## src/wrtl_pkg.sv

```systemverilog
// Shared types and constants for the wildcard rule table lookup.
// Used by wrtl_mem, wrtl_draw and wildcard_rule_table_lookup; no dependencies.
package wrtl_pkg;

  localparam int TABLE_DEPTH    = 256;
  localparam int MAX_ALTERNATES = 5;
  localparam int ACTION_CHARS   = 4;
  // The action field holds four characters; the compare covers at most four.
  localparam int ACT_CMP        = (ACTION_CHARS < 4) ? ACTION_CHARS : 4;

  localparam int IDX_W   = 8;
  localparam int PADDR_W = 3;

  localparam logic [31:0] LCG_MUL = 32'h015a_4e35;
  localparam logic [31:0] LCG_INC = 32'h0000_0001;

  localparam logic [7:0]  ANY_TYPE = 8'hFF;
  localparam logic [15:0] ANY_ID   = 16'hFFFF;

  localparam logic [0:0] REG_SEED = 1'b0;

  typedef enum logic [1:0] {
    CMD_CLEAR  = 2'd0,
    CMD_APPEND = 2'd1,
    CMD_QUERY  = 2'd2
  } cmd_e;

  typedef enum logic [1:0] {
    ST_OK   = 2'd0,
    ST_MISS = 2'd1,
    ST_FULL = 2'd2
  } status_e;

  typedef struct packed {
    logic [6:0]  subj_type;
    logic [15:0] subj_id;
    logic [31:0] action;
    logic [7:0]  obj_type;
    logic [15:0] obj_id;
    logic [15:0] effect;
  } rule_t;

  typedef struct packed {
    logic done;
    logic is_zero;
  } draw_rsp_t;

endpackage

```

## src/wrtl_draw.sv

```systemverilog
// Random draw unit: 32-bit LCG step, then the remainder by a small bound,
// four quotient bits per cycle. Depends on wrtl_pkg.
module wrtl_draw #(
  parameter int MAX_ALT = wrtl_pkg::MAX_ALTERNATES,
  parameter int BW      = $clog2(MAX_ALT + 2)
) (
  input  logic                clk_i,
  input  logic                rst_ni,
  input  logic                seed_we_i,
  input  logic [31:0]         seed_i,
  input  logic                req_valid_i,
  input  logic [BW-1:0]       bound_i,
  output wrtl_pkg::draw_rsp_t rsp_o
);

  localparam int DIGIT = 4;
  localparam int STEPS = 32 / DIGIT;
  localparam int SW    = $clog2(STEPS);

  typedef enum logic {
    D_IDLE,
    D_DIV
  } dstate_e;

  dstate_e             state_q, state_d;
  logic [31:0]         rng_q, rng_d;
  logic [31:0]         div_q, div_d;
  logic [BW-1:0]       rem_q, rem_d;
  logic [BW-1:0]       bound_q, bound_d;
  logic [SW-1:0]       step_q, step_d;
  wrtl_pkg::draw_rsp_t rsp_q, rsp_d;

  logic [31:0]   rng_next;
  logic [BW:0]   part;
  logic [BW-1:0] rem_next;

  assign rng_next = rng_q * wrtl_pkg::LCG_MUL + wrtl_pkg::LCG_INC;

  // Restoring remainder over one digit of the dividend.
  always_comb begin
    part = {1'b0, rem_q};
    for (int b = 0; b < DIGIT; b++) begin
      part = {part[BW-1:0], div_q[31-b]};
      if (part >= {1'b0, bound_q}) begin
        part = part - {1'b0, bound_q};
      end
    end
    rem_next = part[BW-1:0];
  end

  always_comb begin
    state_d = state_q;
    rng_d   = rng_q;
    div_d   = div_q;
    rem_d   = rem_q;
    bound_d = bound_q;
    step_d  = step_q;
    rsp_d   = '0;
    case (state_q)
      D_IDLE: begin
        if (seed_we_i) begin
          rng_d = seed_i;
        end else if (req_valid_i) begin
          rng_d   = rng_next;
          div_d   = rng_next;
          rem_d   = '0;
          bound_d = bound_i;
          step_d  = '0;
          state_d = D_DIV;
        end
      end
      D_DIV: begin
        rem_d  = rem_next;
        div_d  = div_q << DIGIT;
        step_d = step_q + SW'(1);
        if (step_q == SW'(STEPS - 1)) begin
          rsp_d.done    = 1'b1;
          rsp_d.is_zero = (rem_next == '0);
          state_d       = D_IDLE;
        end
      end
      default: state_d = D_IDLE;
    endcase
  end

  always_ff @(posedge clk_i or negedge rst_ni) begin
    if (!rst_ni) begin
      state_q <= D_IDLE;
      rng_q   <= '0;
      step_q  <= '0;
      rsp_q   <= '0;
    end else begin
      state_q <= state_d;
      rng_q   <= rng_d;
      step_q  <= step_d;
      rsp_q   <= rsp_d;
    end
  end

  always_ff @(posedge clk_i) begin
    div_q   <= div_d;
    rem_q   <= rem_d;
    bound_q <= bound_d;
  end

  assign rsp_o = rsp_q;

endmodule

```

## config.mk

```make
export PLATFORM = sky130hd
export DESIGN_NAME = wrtl_draw
export DESIGN_NICKNAME = d
export VERILOG_FILES = /design/src/wrtl_pkg.sv /design/src/wrtl_draw.sv
export SDC_FILE = /design/constraint.sdc
export NUM_CORES = 1
export LEC_CHECK = 0
export ABC_AREA = 1
export BUFFER_PORTS_ARGS = -buffer_cell sky130_fd_sc_hd__buf_4
export CAP_MARGIN = 20
export CORE_MARGIN = 2
export CORE_UTILIZATION = 35
export CTS_CLUSTER_SIZE = 8
export DETAILED_ROUTE_END_ITERATION = 6
export HOLD_SLACK_MARGIN = 0.03
export PLACE_DENSITY = 0.47
export SKIP_CTS_REPAIR_TIMING = 1
export SYNTH_ARGS = -nofsm -noshare
export SYNTH_HDL_FRONTEND = slang
export SYNTH_SLANG_ARGS = --single-unit
```

## constraint.sdc

```tcl
create_clock -name clk_i -period 15.7 [get_ports clk_i]
set_input_delay 1.57 -clock clk_i [delete_from_list [all_inputs] [get_ports clk_i]]
set_output_delay 1.57 -clock clk_i [all_outputs]
set_load 0.005 [all_outputs]
```

---- Word level (Yosys, flattened, before mapping) ----
Index checks and enable logic that the tools add are counted.
Widths: inputs -> output; s select.
word-level totals
  register bits ........................... 76
  bits in latches ......................... 0
  RAM bits ................................ 0
  ROM bits ................................ 0
  input bits .............................. 39
  output and inout port bits .............. 2
  word-level logic and storage cells ...... 47
  memories ................................ 0
operators by class
  $add $sub $neg .......................... 6
  multiply operators ...................... 1
  divide/modulo/power cells ............... 0
  $lt $le $gt $ge ......................... 4
  eq/ne operators ......................... 3
  shift operators ......................... 0
  mux-type cells .......................... 18
  bitwise logic cells ..................... 2
  reduce and logical (&&, ||, !) cells .... 5
operator list
  operator                number
  $mux 32                 3
  $pmux 32 s2             1
  $add 32x1->32 const B   1
  $mul 32x25->32 const B  1
  $mux 3                  6
  $ge 4x3->1              4
  $pmux 3 s2              2
  $sub 3x3->3             4
  $mux 2                  2
  $ne 2x2->1 const B      2
  $reduce_and 2->1        2
  $add 3x1->3 const B     1
  $eq 3x3->1 const B      1
  $logic_not 3->1         1
  $mux 1                  3
  $reduce_and 3->1        1
  $not 1->1               2
  $pmux 1 s2              1
  $reduce_bool 2->1       1

---- Longest topological paths before layout ----
  depth after elaboration ................. 11
  depth in mapped cells ................... 34
  depth with buffers taken out ............ 34

---- Worst setup path after synthesis ----
OpenSTA, ideal clock, no wires.
  path kind ............................... register to register
  start point ............................. register rng_q[15]
  end point ............................... register div_q[31] (data pin)
  library setup time ...................... 253 ps
  arrival time ............................ 5075 ps
  required time ........................... 15447 ps
  slack ................................... 10372 ps
  cell stages (with the launch flop) ...... 23
  buffers on the path ..................... 0
  period minus slack after synthesis ...... 5328 ps
  cell sequence ........................... dfrtp_1 -> ha_1 -> fa_1 -> inv_1 -> fa_1 -> inv_1 -> fa_1 -> fa_1 -> inv_1 -> fa_1 -> inv_1 -> fa_1 -> ha_1 -> a21oi_1 -> o21ai_0 -> a21oi_1 -> o21ai_0 -> a21oi_1 -> inv_1 -> nand2_1 -> nand2_1 -> nand2_1 -> nand2_1
between the ends
  longest elaborated chain between the ends .. 5
RTL lines
  element                   line              text
  start: declaration        wrtl_draw.sv:26   logic [31:0] rng_q, rng_d;
  start signal: assignment  wrtl_draw.sv:94   rng_q <= rng_d;
  $mul 32x25->32            wrtl_draw.sv:37   assign rng_next = rng_q * wrtl_pkg::LCG_MUL + wrtl_pkg::LCG_INC;
  $add 32x1->32             wrtl_draw.sv:37
  $mux 32                   wrtl_draw.sv:63   end else if (req_valid_i) begin
  $mux 32                   wrtl_draw.sv:61   if (seed_we_i) begin
  $pmux 32 s2               wrtl_draw.sv:59   case (state_q)
  via div_d[31]             wrtl_draw.sv:27   logic [31:0] div_q, div_d;
  end signal: assignment    wrtl_draw.sv:101  div_q <= div_d;
  end: declaration          wrtl_draw.sv:27
The timed path passes the listed nets, and every way through them passes these cells. The select of a mux whose other input is x is not followed.
A chain may end at the register's enable or synchronous reset.

---- Worst setup path after layout ----
  start point ............................. register rng_q[13]
  end point ............................... register rng_q[22]
between the ends
  longest elaborated chain between the ends .. 4
RTL lines
  element         line
  $mul 32x25->32  wrtl_draw.sv:37
  $add 32x1->32   wrtl_draw.sv:37
  $mux 32         wrtl_draw.sv:63
  $mux 32         wrtl_draw.sv:61
No other way between the ends. The select of a mux whose other input is x is not followed.

==> results.cfg <==
[synthesis]
synth.avg_cell_area_um2 = 8.645
synth-seq-area-share = 0.1694
synth_area_um2 = 12350
synth_top_flop_cell = edfxtp_1
syn_nets = 1839
syn_inst = 1429
synth-edff-count = 38
synth.distinct_cells = 39
synthArstFlopShare = 0.5000
yosysWarnings = 0
synth-seq-cells = 76

[layout]
drive_gt1_frac = 0.05374
area.growth.synth_to_final_pct = 9.339
diodes = 0
final_util = 0.3900
num-nets-final = 1875
final_common_cell = inv_1
final_cell_mix = inv_1, nand2_1, ha_1
fillers = 3580

[timing]
finalMaxSlewViolations = 0
relSlewSlack = 0.4407
setup-violations-final = 0
skew_ns = 0.01369
fin_crit_sh = 0.4000
fin_tns_setup_ns = 0
period_needed_ns = 6.279
fmax_mhz = 159.2
tightest_slew_ns = 0.8380
rsz0062_at_grt = no
final_hold_viol_count = 0

[die]
start_util = 0.3567
die_w_um = 191.9
core_um2 = 34630
row_count = 68
ios = 41
dieArea_um2 = 36810
die_h_um = 191.9

[hold_path]
min_to = step_q[0]
hold_start = step_q[0]
hold_path_depth = 1
hold_class = reg -> reg

[routing]
avgViaCountPerCell = 4.799
first_pass_iters = 6
vias = 9239
wirelength_um = 38050
final_antenna_net_count = 0
drt-initial-drc-count = 624
drc_errors = 0
avgRoutedWirePerCell_um = 19.77

[global_route]
first_global_vias = 9734
grt_max_degree = 52
track_usage = 0.2210
grt-ovfl-total = 0
antenna_found_initial = 0
grt_pass1_wl_um = 59200

[clock_tree]
cts_tree = built
clock_path_buffers = 2
cts-htree-levels = 3
cts_root_buffer = clkbuf_16
insertion_delay_ns = 0.37
clk_pin_slew_ns = 0.07
cts_num_sinks = 76
cts_made_buffers = 9

[worst_setup_path]
critPathCaptureType = register
r2r_start = rng_q[13]
required_ns = 15.94
crit_type = reg -> reg
path_max_fanout = 7
crit_path_start = rng_q[13]
cp_data_arrival_time_ns = 6.52
r2r_cells = 23
r2r_end = rng_q[22]
rrSetupSlack_ns = 9.42
startpoint_type = register

[place]
dp_hpwl_um = 32850
gp_congestion = 0.9211
port_buffers = 40

[run_status]
outcome = complete, no violations

[run]
drv_cap = 0
-- synth_stat cells (17+ instances only) --
cell / count / share of area
edfxtp_1: 38 / 0.092
dfrtp_1: 38 / 0.077
nand2_1: 226 / 0.069
a21oi_1: 37 / 0.015
nor2_1: 87 / 0.026
o21ai_1: 24 / 0.0097
a31oi_1: 18 / 0.0091
nand3_1: 39 / 0.016
o21ai_0: 41 / 0.017
xor2_1: 17 / 0.012
fa_1: 173 / 0.28
clkbuf_1: 18 / 0.0055
ha_1: 198 / 0.20
inv_1: 380 / 0.12
-- worst max-delay path, cell delays in order, from the launching register on --
cell and delay, ns:
dfrtp_1 0.63, ha_1 0.37, fa_1 0.50, inv_1 0.06, fa_1 0.54, inv_1 0.07
fa_1 0.50, ha_1 0.31, fa_1 0.49, inv_1 0.05, fa_1 0.49, inv_1 0.05
ha_1 0.39, nand2_1 0.14, nor2_1 0.12, inv_1 0.12, nor3_1 0.54, nand2_1 0.17
nand2_1 0.13, nand2_1 0.07, nand3_1 0.13, nand3_1 0.12, nand2_1 0.11, o21ai_1 0.06
-- flip-flops by register name (all words and copies together) (netlist names) --
signal	cells
state_q	1
rem_q	3
step_q	3
div_q	32
rng_q	32
bound_q	3
rsp_o	2
-- how the worst max path moves through the flow --
stage               cells after the start         to
floorplan                              22  div_q[31]
finish                                 23  rng_q[22]
global placement                       21  rng_q[24]
detailed placement                     21  rng_q[24]
global route                           21  rng_q[24]
CTS                                    21  rng_q[24]
-- logic make-up after synthesis --
logic type,share of synthesized area
flip-flops,0.1694
AND/OR/NAND/NOR,0.1285
adder cells (fa/ha/maj),0.4809
AO/OA/AOI/OAI,0.07465
buffers and inverters,0.1239
XOR/XNOR,0.02269
-- metal layers --
| metal | up-vias | GRT usage | routed length [um] |
|---|---|---|---|
| met5 | - | 0 | 0 |
| met4 | 0 | 0.04704 | 679 |
| met3 | 41 | 0.02759 | 1933 |
| met2 | 214 | 0.3578 | 17490 |
| met1 | 4490 | 0.3162 | 17940 |
| li1 | 4494 | - | - |
-- cell type report --
class / instances / area (um^2) / share of cell area
clock buffers: 9 / 225.2 / 0.01667
multi-input cells: 946 / 8742 / 0.6472
repair buffers: 45 / 337.8 / 0.02501
inverters: 387 / 1453 / 0.1075
clock inverters: 7 / 87.58 / 0.006484
flip-flops and latches: 76 / 2092 / 0.1549
well taps: 455 / 569.3 / 0.04215
-- through the flow --
step	std cells	setup WS, ns	area (um^2)	hold WS, ns
6_report	1925	9.421	13510	0.4968
5_1_grt	1925	9.081	13510	0.5165
4_1_cts	1925	9.429	13510	0.4978
3_5_place_dp	1909	9.455	13190	0.4851
3_3_place_gp	1909	9.388	13190	0.4852
2_1_floorplan	1429	10.37	12350	0.4532
Power is not shown: default switching activity piles up to over one toggle a cycle in this logic, so the estimate is an artifact.
